<file path="src/sv/dccser_pkg.sv">
`default_nettype none
package dccser_pkg;

  // Default length of the run of ones that opens every packet.
  localparam int PREAMBLE_BITS_DEFAULT = 14;

  // Bits after the preamble: start, address, separator, command, separator,
  // checksum and the closing bit.
  localparam int FRAME_TAIL_BITS = 28;

  // Entries in the queue between the front and the back.
  localparam int QUEUE_DEPTH = 2;

  // Fixed parts of a speed command byte.
  localparam logic [1:0] CMD_SPEED_HEADER = 2'b01;

  typedef struct packed {
    logic [7:0] loco_address;
    logic [4:0] speed_step;
    logic       direction_forward;
  } command_t;

  typedef struct packed {
    logic packet_bit;
    logic last_bit;
  } packet_t;

  // One packet ready for transmission.
  typedef struct packed {
    logic [7:0] address;
    logic [7:0] command;
  } frame_t;

  // Handshake between two internal stages.
  typedef struct packed {
    logic valid;
    logic stall;
  } link_t;

endpackage
`default_nettype wire

</file>
<file path="src/sv/dccser_front.sv">
`default_nettype none
module dccser_front (
  input  wire logic               clk,
  input  wire logic               rst,
  input  wire logic               command_valid,
  output logic                    command_stall,
  input  wire dccser_pkg::command_t command,
  output logic                    push_valid,
  input  wire logic               push_stall,
  output dccser_pkg::frame_t      push_frame
);
  import dccser_pkg::*;

  logic [7:0] last_command_byte;
  logic [7:0] built_command;
  logic       accept;

  // New command byte: header, direction, speed with bit 0 ORed into bit 4.
  always_comb begin
    built_command = {CMD_SPEED_HEADER, command.direction_forward,
                     command.speed_step[4] | command.speed_step[0],
                     command.speed_step[3:0]};
  end

  assign accept        = command_valid && !push_stall;
  assign command_stall = push_stall;
  assign push_valid    = command_valid;

  always_comb begin
    push_frame.address = command.loco_address;
    if (command.speed_step != 5'd0) begin
      push_frame.command = built_command;
    end else begin
      push_frame.command = last_command_byte;
    end
  end

  always_ff @(posedge clk) begin
    if (rst) begin
      last_command_byte <= 8'd0;
    end else if (accept && command.speed_step != 5'd0) begin
      last_command_byte <= built_command;
    end
  end

endmodule
`default_nettype wire

</file>
<file path="src/sv/dccser_queue.sv">
`default_nettype none
module dccser_queue (
  input  wire logic               clk,
  input  wire logic               rst,
  input  wire logic               push_valid,
  output logic                    push_stall,
  input  wire dccser_pkg::frame_t push_frame,
  output dccser_pkg::link_t       pop_link_out,
  input  wire logic               pop_stall,
  output dccser_pkg::frame_t      pop_frame
);
  import dccser_pkg::*;

  localparam int IDX_W = (QUEUE_DEPTH > 1) ? $clog2(QUEUE_DEPTH) : 1;
  localparam int CNT_W = $clog2(QUEUE_DEPTH + 1);
  localparam logic [CNT_W-1:0] FULL_COUNT = CNT_W'(QUEUE_DEPTH);
  localparam logic [IDX_W-1:0] LAST_IDX = IDX_W'(QUEUE_DEPTH - 1);

  frame_t           entries [QUEUE_DEPTH];
  logic [IDX_W-1:0] wr_ptr;
  logic [IDX_W-1:0] rd_ptr;
  logic [CNT_W-1:0] count;
  logic             push;
  logic             pop;

  assign push_stall         = (count == FULL_COUNT);
  assign pop_link_out.valid = (count != '0);
  assign pop_link_out.stall = pop_stall;
  assign push               = push_valid && !push_stall;
  assign pop                = pop_link_out.valid && !pop_stall;
  assign pop_frame          = entries[rd_ptr];

  always_ff @(posedge clk) begin
    if (push) begin
      entries[wr_ptr] <= push_frame;
    end
  end

  always_ff @(posedge clk) begin
    if (rst) begin
      wr_ptr <= '0;
      rd_ptr <= '0;
      count  <= '0;
    end else begin
      if (push) begin
        wr_ptr <= (wr_ptr == LAST_IDX) ? '0 : wr_ptr + 1'b1;
      end
      if (pop) begin
        rd_ptr <= (rd_ptr == LAST_IDX) ? '0 : rd_ptr + 1'b1;
      end
      if (push && !pop) begin
        count <= count + 1'b1;
      end else if (pop && !push) begin
        count <= count - 1'b1;
      end
    end
  end

  a_count_bounded: assert property (@(posedge clk) disable iff (rst)
    count <= FULL_COUNT)
    else $error("queue fill count beyond its depth");

  a_pop_drains: assert property (@(posedge clk) disable iff (rst)
    (pop && !push && count == CNT_W'(1)) |=> !pop_link_out.valid)
    else $error("queue still shows an entry after the last one left");

endmodule
`default_nettype wire

</file>
<file path="src/sv/dccser_back.sv">
`default_nettype none
module dccser_back #(
  parameter int PREAMBLE_BITS = dccser_pkg::PREAMBLE_BITS_DEFAULT
) (
  input  wire logic               clk,
  input  wire logic               rst,
  input  wire dccser_pkg::link_t  pop_link,
  output logic                    pop_stall,
  input  wire dccser_pkg::frame_t pop_frame,
  output logic                    packet_valid,
  input  wire logic               packet_stall,
  output dccser_pkg::packet_t     packet
);
  import dccser_pkg::*;

  localparam int TOTAL = PREAMBLE_BITS + FRAME_TAIL_BITS;
  localparam int CNT_W = $clog2(TOTAL);
  localparam logic [CNT_W-1:0] START_POS  = CNT_W'(PREAMBLE_BITS);
  localparam logic [CNT_W-1:0] ADDR_START = CNT_W'(PREAMBLE_BITS + 1);
  localparam logic [CNT_W-1:0] SEP1_POS   = CNT_W'(PREAMBLE_BITS + 9);
  localparam logic [CNT_W-1:0] CMD_START  = CNT_W'(PREAMBLE_BITS + 10);
  localparam logic [CNT_W-1:0] SEP2_POS   = CNT_W'(PREAMBLE_BITS + 18);
  localparam logic [CNT_W-1:0] CHK_START  = CNT_W'(PREAMBLE_BITS + 19);
  localparam logic [CNT_W-1:0] LAST_POS   = CNT_W'(TOTAL - 1);

  logic             busy;
  logic [CNT_W-1:0] pos;
  frame_t           frame;
  logic [7:0]       checksum;
  logic [CNT_W-1:0] rel;
  logic             take;
  logic             take_last;
  logic             load;

  assign checksum  = frame.address ^ frame.command;
  assign take      = busy && !packet_stall;
  assign take_last = take && (pos == LAST_POS);
  assign pop_stall = busy && !take_last;
  assign load      = pop_link.valid && !pop_link.stall;

  assign packet_valid = busy;

  // Select the bit for the current position, bytes most significant first.
  always_comb begin
    rel               = '0;
    packet.last_bit   = 1'b0;
    packet.packet_bit = 1'b0;
    if (pos < START_POS) begin
      packet.packet_bit = 1'b1;
    end else if (pos == START_POS || pos == SEP1_POS || pos == SEP2_POS) begin
      packet.packet_bit = 1'b0;
    end else if (pos < SEP1_POS) begin
      rel               = pos - ADDR_START;
      packet.packet_bit = frame.address[3'd7 - rel[2:0]];
    end else if (pos < SEP2_POS) begin
      rel               = pos - CMD_START;
      packet.packet_bit = frame.command[3'd7 - rel[2:0]];
    end else if (pos < LAST_POS) begin
      rel               = pos - CHK_START;
      packet.packet_bit = checksum[3'd7 - rel[2:0]];
    end else begin
      packet.packet_bit = 1'b1;
      packet.last_bit   = 1'b1;
    end
  end

  always_ff @(posedge clk) begin
    if (load) begin
      frame <= pop_frame;
    end
  end

  always_ff @(posedge clk) begin
    if (rst) begin
      busy <= 1'b0;
      pos  <= '0;
    end else if (load) begin
      busy <= 1'b1;
      pos  <= '0;
    end else if (take_last) begin
      busy <= 1'b0;
    end else if (take) begin
      pos <= pos + 1'b1;
    end
  end

  a_pos_in_range: assert property (@(posedge clk) disable iff (rst)
    busy |-> pos <= LAST_POS)
    else $error("bit position beyond the end of the packet");

  a_idle_after_last: assert property (@(posedge clk) disable iff (rst)
    (take_last && !pop_link.valid) |=> !busy)
    else $error("serializer stays busy with nothing queued");

  a_next_packet_starts: assert property (@(posedge clk) disable iff (rst)
    (take_last && pop_link.valid) |=> (busy && pos == '0))
    else $error("queued packet does not follow the closing bit");

endmodule
`default_nettype wire

</file>
<file path="src/sv/dccser_speed_top.sv">
`default_nettype none
// Baseline speed packet serializer.
//
// The command channel (command_valid, command_stall, command) takes one
// locomotive command: address, speed step and direction. A nonzero speed
// builds a fresh command byte; a zero speed resends the byte kept from the
// last packet, which is zero after reset. Each item yields one packet on the
// packet channel (packet_valid, packet_stall, packet), one bit per item in
// transmission order: the preamble of ones, a start bit, address, separator,
// command, separator, checksum and a closing one flagged by last_bit.
//
// A packet is PREAMBLE_BITS + 28 items long, 42 at the default preamble, and
// the serializer emits one bit per cycle while the receiver does not stall.
// The first bit is offered once the command has been written into the queue
// and then loaded into the serializer. A two-entry queue sits between the
// command front and the serializer, so further commands are taken while a
// packet is still going out, and the next packet follows the closing bit
// with no gap. A stall from the receiver holds the current bit; once the
// queue is full, command_stall rises. Synchronous reset empties the queue,
// drops any packet in flight and clears the kept byte.
module dcc_speed_packet_serializer_top #(
  parameter int PREAMBLE_BITS = dccser_pkg::PREAMBLE_BITS_DEFAULT
) (
  input  wire logic                 clk,
  input  wire logic                 rst,
  input  wire logic                 command_valid,
  output logic                      command_stall,
  input  wire dccser_pkg::command_t command,
  output logic                      packet_valid,
  input  wire logic                 packet_stall,
  output dccser_pkg::packet_t       packet
);
  import dccser_pkg::*;

  // Front to queue.
  logic   push_valid;
  logic   push_stall;
  frame_t push_frame;

  // Queue to serializer.
  link_t  pop_link;
  logic   pop_stall;
  frame_t pop_frame;

  // The front settles the command byte and keeps the last one.
  dccser_front u_front (
    .clk           (clk),
    .rst           (rst),
    .command_valid (command_valid),
    .command_stall (command_stall),
    .command       (command),
    .push_valid    (push_valid),
    .push_stall    (push_stall),
    .push_frame    (push_frame)
  );

  // Packets waiting for the serializer.
  dccser_queue u_queue (
    .clk          (clk),
    .rst          (rst),
    .push_valid   (push_valid),
    .push_stall   (push_stall),
    .push_frame   (push_frame),
    .pop_link_out (pop_link),
    .pop_stall    (pop_stall),
    .pop_frame    (pop_frame)
  );

  // The serializer walks a bit counter across the packet.
  dccser_back #(
    .PREAMBLE_BITS (PREAMBLE_BITS)
  ) u_back (
    .clk          (clk),
    .rst          (rst),
    .pop_link     (pop_link),
    .pop_stall    (pop_stall),
    .pop_frame    (pop_frame),
    .packet_valid (packet_valid),
    .packet_stall (packet_stall),
    .packet       (packet)
  );

endmodule
`default_nettype wire
</file>
<file path="config.mk">
export PLATFORM = sky130hd
export DESIGN_NAME = dcc_speed_packet_serializer_top
export DESIGN_NICKNAME = d
export VERILOG_FILES = /design/src/sv/dccser_pkg.sv /design/src/sv/dccser_front.sv /design/src/sv/dccser_queue.sv /design/src/sv/dccser_back.sv /design/src/sv/dccser_speed_top.sv
export SDC_FILE = /design/constraint.sdc
export NUM_CORES = 1
export LEC_CHECK = 0
export ABC_AREA = 1
export BUFFER_PORTS_ARGS = -buffer_cell sky130_fd_sc_hd__buf_2
export CAP_MARGIN = 20
export CORE_MARGIN = 3
export CORE_UTILIZATION = 34
export CTS_CLUSTER_DIAMETER = 40
export DETAILED_ROUTE_END_ITERATION = 12
export SYNTH_ARGS = -nofsm -noshare
export SYNTH_HDL_FRONTEND = slang
export SYNTH_SLANG_ARGS = --single-unit
</file>
<file path="constraint.sdc">
create_clock -name clk -period 2.15 [get_ports clk]
set_input_delay 0.43 -clock clk [delete_from_list [all_inputs] [get_ports clk]]
set_output_delay 0.43 -clock clk [all_outputs]
set_load 0.005 [all_outputs]
</file>
==> run_results.csv, run 1 <==
group,metric,value,unit
run_status,status,"complete, but fails checks",
run_status,violations,"negative setup slack",
drt,viasPerCell,4.62,
global_routing,grt_max_degree,18,
synthesis,synthMuxAreaShare,0,%
sta,slew_violations,0,
final_layout,antenna_cells,0,
sta,fin_ws,-0.0216,ns
synthesis,synth_top_family_by_area,"simple AND/OR/NAND/NOR gates",
placed_design,post-dp-hpwl,3.81,mm
critical_path,crit_path_cell_trace,"buf_6, ha_4, nand3_2, nor3_4, buf_4, a221oi_2, nand2_1, nand2_1, buf_2",
drt,routed_wl,5.57,mm
placed_design,gp_congestion,0.839,
global_routing,grt_pass1_wl,9.64,mm
critical_path,crit_type,"flip-flop to primary output",
floorplan,die_w,97.6,µm
synthesis,avgSynthCellArea,9.11,µm²
synthesis,yosysTopAreaCell,"edfxtp_1",
drt,drt_iter0_markers,126,
synthesis,yosys.area_share.simple,23.2,%
pwr,ir_drop,0.473,mV
critical_path,arrival,1.74,ns
global_routing,grt_antenna_before_repair,0,
synthesis,synth_xor_area_share,0.614,%
placed_design,dp.cells,436,
global_routing,track_usage,12.5,%
synthesis,synth_top_area_share,47.4,%
floorplan,io_pins,22,
floorplan,die-area,9520,µm²
synthesis,synth_edf_count,45,
synthesis,synth_compound_area_share,7.99,%
global_routing,grt_pass1_vias,2029,
synthesis,yosysUniqueCellTypes,30,
synthesis,synth_fa_ha_area_share,1.76,%
critical_path,critical_path.startpoint_type,"flip-flop",
pwr,p_leak,1.43,nW
sta,tightest_slew,0.483,ns
clock_tree,cts_buffers,9,
synthesis,ys_seq_area_share,60.0,%
critical_path,crit_required,1.72,ns
synthesis,synth_warnings,0,
final_layout,area_growth,21.1,%
final_layout,final_layout_size_suffix_gt1_share,21.8,%
synthesis,ys_async_sr_fraction,0,%
critical_path,crit_family,"flip-flops",
sta,setup_tns,-0.0216,ns
sta,finalSetupViolCount,1,
final_layout,final_cell_mix,"nand2_1 (103), edfxtp_1 (45), inv_1 (32)",
drt,routedWlPerCell,12.2,µm
final_layout,mostFrequentLayoutCell,"nand2_1",
final_layout,final_cells,456,
sta,max-slew-margin-rel,67.6,%
drt,wl_met1,2.46,mm
synthesis,syn-num-nets,335,
synthesis,syn-cell-area,2850,µm²
clock_tree,cts.sinks,63,
placed_design,preCtsSetupSlack,0.171,ns
critical_path,cp_slowest_cell,"dfxtp_4",
sta,fmax,460,MHz
drt,dr_total_vias,2108,
synthesis,ys_ff_latch,63,
clock_tree,cts_tree,"built",
clock_tree,cts_buffer_depth,2,
floorplan,die_y,97.6,µm
drt,first_pass_iters,4,
drt,route.detailed.drc,0,
placed_design,port_buffers,21,
sta,finClkSkew,0.0106,ns
pwr,p_per_area,1150,nW/µm²
clock_tree,clk_pin_slew,0.07,ns
job,maxCapViolations,0,
synthesis,syn_inst,313,
sta,period_share,101,%
global_routing,overflow,0,
synthesis,synthFlopType,"edfxtp_1",
critical_path,path_max_fanout,3,
final_layout,final_nets,371,
drt,routed-wl-met3,241,µm
critical_path,endpoint_kind,"primary output",
sta,final-hold-violation-count,0,
hold_path,worstHoldPathType,"primary input to flip-flop",
drt,drtAntennaViolNets,0,
drt,route.met2.wl,2.78,mm
clock_tree,clk_latency,0.33,ns
clock_tree,cts_root_buffer,"clkbuf_8",
drt,top_layer,"met4",
critical_path,slowest_delay,0.37,ns
critical_path,cpMostUsedCell,"nand2_1",
floorplan,initial_utilization,36.0,%
sta,rsz0062_at_grt,"true",
floorplan,core-area,7930,µm²
clock_tree,htree_levels,3,
critical_path,cp.buffers_inverters,3,
synthesis,synth_area_leaders,"edfxtp_1 (47%), nand2_1 (14%), dfxtp_1 (13%)",
floorplan,rows,32,
sta,period_needed,2.17,ns
==> worst reg2reg max path, delay by kind of cell, from the launching register on <==
kind	cells	cell delay, ns
fa+ha+maj	2	0.40
simple gates	2	0.25
buf+inv	2	0.24
flops	1	0.38
compound gates	5	0.61
==> through the flow <==
stage / total power, mW / instance area (µm²) / util, % / hold slack [ns]
2_1_floorplan: 2.63 / 2850 / - / 0.424
6_report: 3.96 / 3450 / 43.6 / 0.283
3_5_place_dp: 2.97 / 3100 / 39.1 / 0.446
4_1_cts: 3.91 / 3380 / 42.6 / 0.266
3_3_place_gp: 2.93 / 3100 / 39.1 / 0.443
5_1_grt: 4.28 / 3450 / 43.6 / 0.264
==> flip-flops by register name (all words and copies together) (netlist names) <==
name / count
u_queue.count: 2
u_queue.entries: 30
u_front.last_command_byte: 7
u_back.pos: 6
u_queue.rd_ptr: 1
u_queue.wr_ptr: 1
u_back.packet_valid: 1
u_back.frame: 15
==> kinds of logic (layout without fill, tap and decap cells) <==
logic type	count (synthesis)	count (layout)
xor gates and xnor gates	2	2
buffers and inverters	45	86
adders and majority gates	4	4
AOI/OAI and AO/OA	42	42
and+or+nand+nor	157	157
DFF	63	63
==> power by group <==
part / switching (mW) / internal (mW) / leakage (nW)
Sequential: 0.158 / 1.70 / 0.567
Combinational: 0.768 / 0.434 / 0.782
Clock: 0.456 / 0.441 / 0.0834
==> timing repair <==
item,in CTS,in global routing
resized for setup,18,22
pin swaps,8,7
endpoints found under the hold margin,0,0
endpoints found under the setup margin,1,2
setup buffers,4,0
hold buffers,0,0
==> layout make-up <==
cell class | instances | area [µm²]
clock inverter | 6 | 36.3
inverter | 37 | 146
tap | 102 | 128
timing repair buffer | 33 | 214
clock buffer | 10 | 138
sequential | 63 | 1720
multi-input combinational | 205 | 1070
fill | 780 | 4470
==> worst paths after layout <==
path	from	to	slack, ns	cells after the start
worst min-delay path	command[6]	u_queue.entries[0][7]	0.28	1
worst min register to register	u_front.last_command_byte[5]	u_front.last_command_byte[5]	0.45	2
worst max register to register	u_back.pos[0]	u_queue.count[1]	0.16	11
worst max-delay path	u_back.pos[0]	packet[1]	-0.02	9
==> routing by layer <==
metal	vias up	track usage [%]
li1	1105	-
met1	955	15.8
met2	40	20.0
met3	8	4.24
met4	0	4.58
met5	-	0
==> Yosys cell counts (2+ instances only) <==
| cell type | instances |
|---|---|
| clkbuf_1 | 3 |
| nand2_1 | 105 |
| o21ai_0 | 17 |
| nand2_4 | 2 |
| nor2_1 | 17 |
| nand3_1 | 23 |
| ha_1 | 4 |
| nand4_1 | 2 |
| inv_1 | 35 |
| edfxtp_1 | 45 |
| nor3_1 | 4 |
| a21oi_1 | 18 |
| o211ai_1 | 2 |
| buf_2 | 3 |
| dfxtp_1 | 18 |
No activity file was read; power rests on OpenSTA's default activity.
==> inputs of run 2 (changes only) <==
--- a/config.mk
+++ b/config.mk
@@ -14,4 +14,5 @@
 export DETAILED_ROUTE_END_ITERATION = 12
 export SYNTH_ARGS = -nofsm -noshare
 export SYNTH_HDL_FRONTEND = slang
+export SYNTH_HIERARCHICAL = 1
 export SYNTH_SLANG_ARGS = --single-unit
==> run_results.csv, run 2 <==
group,metric,value,unit
run_status,status,"complete, but fails checks",
run_status,violations,"negative setup slack",
synthesis,syn-cell-area,3240,µm²
final_layout,mostFrequentLayoutCell,"nand2_1",
floorplan,rows,35,
hold_path,worstHoldPathType,"primary input to flip-flop",
pwr,power_frac_seq,44.9,%
synthesis,ys_async_sr_fraction,0,%
floorplan,io_pins,22,
global_routing,grt_pass1_vias,2058,
global_routing,track_usage,10.7,%
synthesis,yosysUniqueCellTypes,31,
synthesis,synth.most_common_cell,"nand2_1",
clock_tree,cts.sinks,67,
global_routing,grt_pass1_wl,9.52,mm
pwr,internal_power,2.91,mW
final_layout,final_layout_size_suffix_gt1_share,27.1,%
pwr,p_per_area,1180,nW/µm²
critical_path,rrSetupSlack,0.31,ns
global_routing,overflow,0,
synthesis,synth_warnings,6,
final_layout,regMostFlops,"u_queue/entries",
final_layout,area_growth,14.1,%
hold_path,whs_endpoint,"u_queue/entries[1][9]",
synthesis,synth_area_leaders,"edfxtp_1 (44%), dfxtp_1 (12%), nand2_1 (7.6%)",
critical_path,cpMostUsedCell,"nand2_1",
global_routing,grt_antenna_before_repair,0,
placed_design,post-dp-hpwl,3.82,mm
sta,fmax,465,MHz
final_layout,final_cells,476,
pwr,ir_drop,0.542,mV
synthesis,ys_seq_area_share,56.2,%
placed_design,gp_congestion,0.864,
placed_design,dp.cells,458,
drt,viasPerCell,4.47,
critical_path,regToRegStartpoint,"u_back/pos[1]",
critical_path,crit_path_cell_trace,"buf_4, ha_4, nand3_1, nand2_2, o21ai_1, inv_1, nand2_1, nand2_1, nand2_1, nand2_1, buf_2",
synthesis,synth_edf_count,48,
clock_tree,cts_root_buffer,"clkbuf_8",
floorplan,initial_utilization,35.1,%
drt,route.detailed.drc,0,
critical_path,timing.rr.end,"u_queue/count[1]",
pwr,power,4.35,mW
pwr,clockPowerShare,23.2,%
critical_path,endpoint_kind,"primary output",
sta,rsz0062_at_grt,"true",
critical_path,cp_slowest_cell,"dfxtp_4",
sta,finClkSkew,0.00850,ns
final_layout,final_nets,365,
drt,drtAntennaViolNets,0,
clock_tree,htree_levels,3,
pwr,p_switching,1.44,mW
critical_path,critical_path.startpoint_type,"flip-flop",
floorplan,core-area,9240,µm²
synthesis,yosysTopAreaCell,"edfxtp_1",
clock_tree,clk_latency,0.33,ns
sta,finalSetupViolCount,1,
floorplan,die-area,10700,µm²
critical_path,crit_required,1.72,ns
final_layout,final_cell_mix,"nand2_1 (65), edfxtp_1 (48), inv_1 (38)",
clock_tree,cts_buffer_depth,2,
hold_path,min_path_cells,1,
synthesis,syn-num-nets,340,
clock_tree,cts_buffers,9,
sta,period_share,100,%
pwr,share_comb_of_total_power,31.9,%
drt,drt_iter0_markers,90,
drt,first_pass_iters,5,
critical_path,worstRegToRegCells,14,
synthesis,syn_inst,317,
drt,routedWlPerCell,11.2,µm
clock_tree,cts_hold_buffers,0,
critical_path,path_max_fanout,4,
sta,slew_violations,0,
final_layout,antenna_cells,0,
synthesis,avgSynthCellArea,10.2,µm²
critical_path,crit_family,"simple AND/OR/NAND/NOR gates",
drt,routed_wl,5.32,mm
sta,period_needed,2.15,ns
sta,final-hold-violation-count,0,
drt,dr_total_vias,2126,
floorplan,die_y,104,µm
placed_design,port_buffers,21,
critical_path,slowest_delay,0.36,ns
critical_path,cp.buffers_inverters,3,
final_layout,largest_reg_flops,32,
final_layout,reg_top3,"u_queue/entries: 32 flops, u_back/frame: 16 flops, u_front/last_command_byte: 7 flops",
pwr,switching_share,33.0,%
synthesis,synth_top_area_share,44.5,%
job,maxCapViolations,0,
clock_tree,cts_tree,"built",
synthesis,ys_ff_latch,67,
clock_tree,clk_pin_slew,0.07,ns
floorplan,die_w,104,µm
hold_path,worstHoldStart,"command[7]",
synthesis,synthFlopType,"edfxtp_1",
synthesis,synth_top_cells_by_count,"nand2_1 (66), edfxtp_1 (48), inv_1 (40), nand3_1 (26), dfxtp_1 (19)",
pwr,p_leak,1.53,nW
critical_path,arrival,1.72,ns
global_routing,grt_max_degree,18,
critical_path,crit_type,"flip-flop to primary output",
sta,fin_ws,-0.000523,ns
[run 2: worst max path at each step]
stage / from / to / slack (ns) / depth (start not counted)
floorplan: u_back/pos[1] / u_back/pos[1] / 0.13 / 10
global placement: u_back/pos[0] / packet[1] / 0.15 / 11
detailed placement: u_back/pos[0] / packet[1] / 0.12 / 11
CTS: u_back/pos[1] / packet[1] / 0.004 / 11
global route: u_back/pos[0] / packet[1] / -0.12 / 13
finish: u_back/pos[0] / packet[1] / -0.0005 / 11
[run 2: metrics by stage]
stage	setup TNS, ns	setup slack, ns	cell area, µm²	hold slack [ns]	utilization, %
final	-0.000523	-0.000523	3700	0.280	40.0
after global routing	-0.123	-0.123	3700	0.261	40.0
after CTS	0	0.00431	3680	0.263	39.9
after detailed placement	0	0.119	3420	0.459	37.0
after global placement	0	0.154	3420	0.451	37.0
after floorplan	0	0.134	3240	0.430	-
[run 2: layout make-up]
class / count / area, µm²
fill: 910 / 5540
sequential: 67 / 1830
multi-input combinational: 188 / 1150
timing repair buffer: 31 / 193
inverter: 45 / 174
tap: 129 / 161
clock buffer: 9 / 124
clock inverter: 7 / 68.8
[run 2: power by group through the flow]
| stage | Clock [mW] | Sequential (mW) | Combinational [mW] |
|---|---|---|---|
| 2_1_floorplan | 0 | 1.93 | 1.14 |
| 3_3_place_gp | 0 | 1.97 | 1.32 |
| 3_5_place_dp | 0 | 1.98 | 1.34 |
| 4_1_cts | 1.04 | 1.95 | 1.40 |
| 5_1_grt | 1.11 | 2.00 | 1.60 |
| 6_report | 1.01 | 1.95 | 1.39 |
[run 2: repair_timing]
item	4_1_cts	5_1_grt
endpoints found under the setup margin	1	1
setup buffers	2	0
gates resized for setup	12	7
cloned	0	0
pin swaps	1	0
[run 2: cells by family after synthesis]
| group | after synthesis | synth area share, % |
|---|---|---|
| flops | 67 | 56.2 |
| buf+inv | 62 | 9.88 |
| other cells | 1 | 0.116 |
| xor+xnor | 2 | 0.540 |
| compound gates | 42 | 7.41 |
| simple gates | 122 | 17.2 |
| fa+ha+maj | 5 | 1.93 |
| mux | 16 | 6.72 |
[run 2: worst register-to-register path, delay by kind of cell (launching register included)]
family                     cells  cell delay (ns)
buffers and inverters          5             0.43
DFF                            1             0.32
and+or+nand+nor                7             0.59
adders and majority gates      2             0.44
[run 2: metal layers]
metal  vias to the layer above  part of all wire [%]  routed length, µm  global-route usage (%)
li1                       1095                     -                  -                       -
met1                       983                    49               2590                    14.1
met2                        40                    46               2450                    17.0
met3                         8                   3.5                186                    2.31
met4                         0                   1.5                 82                    5.13
met5                         -                     0                  0                       0
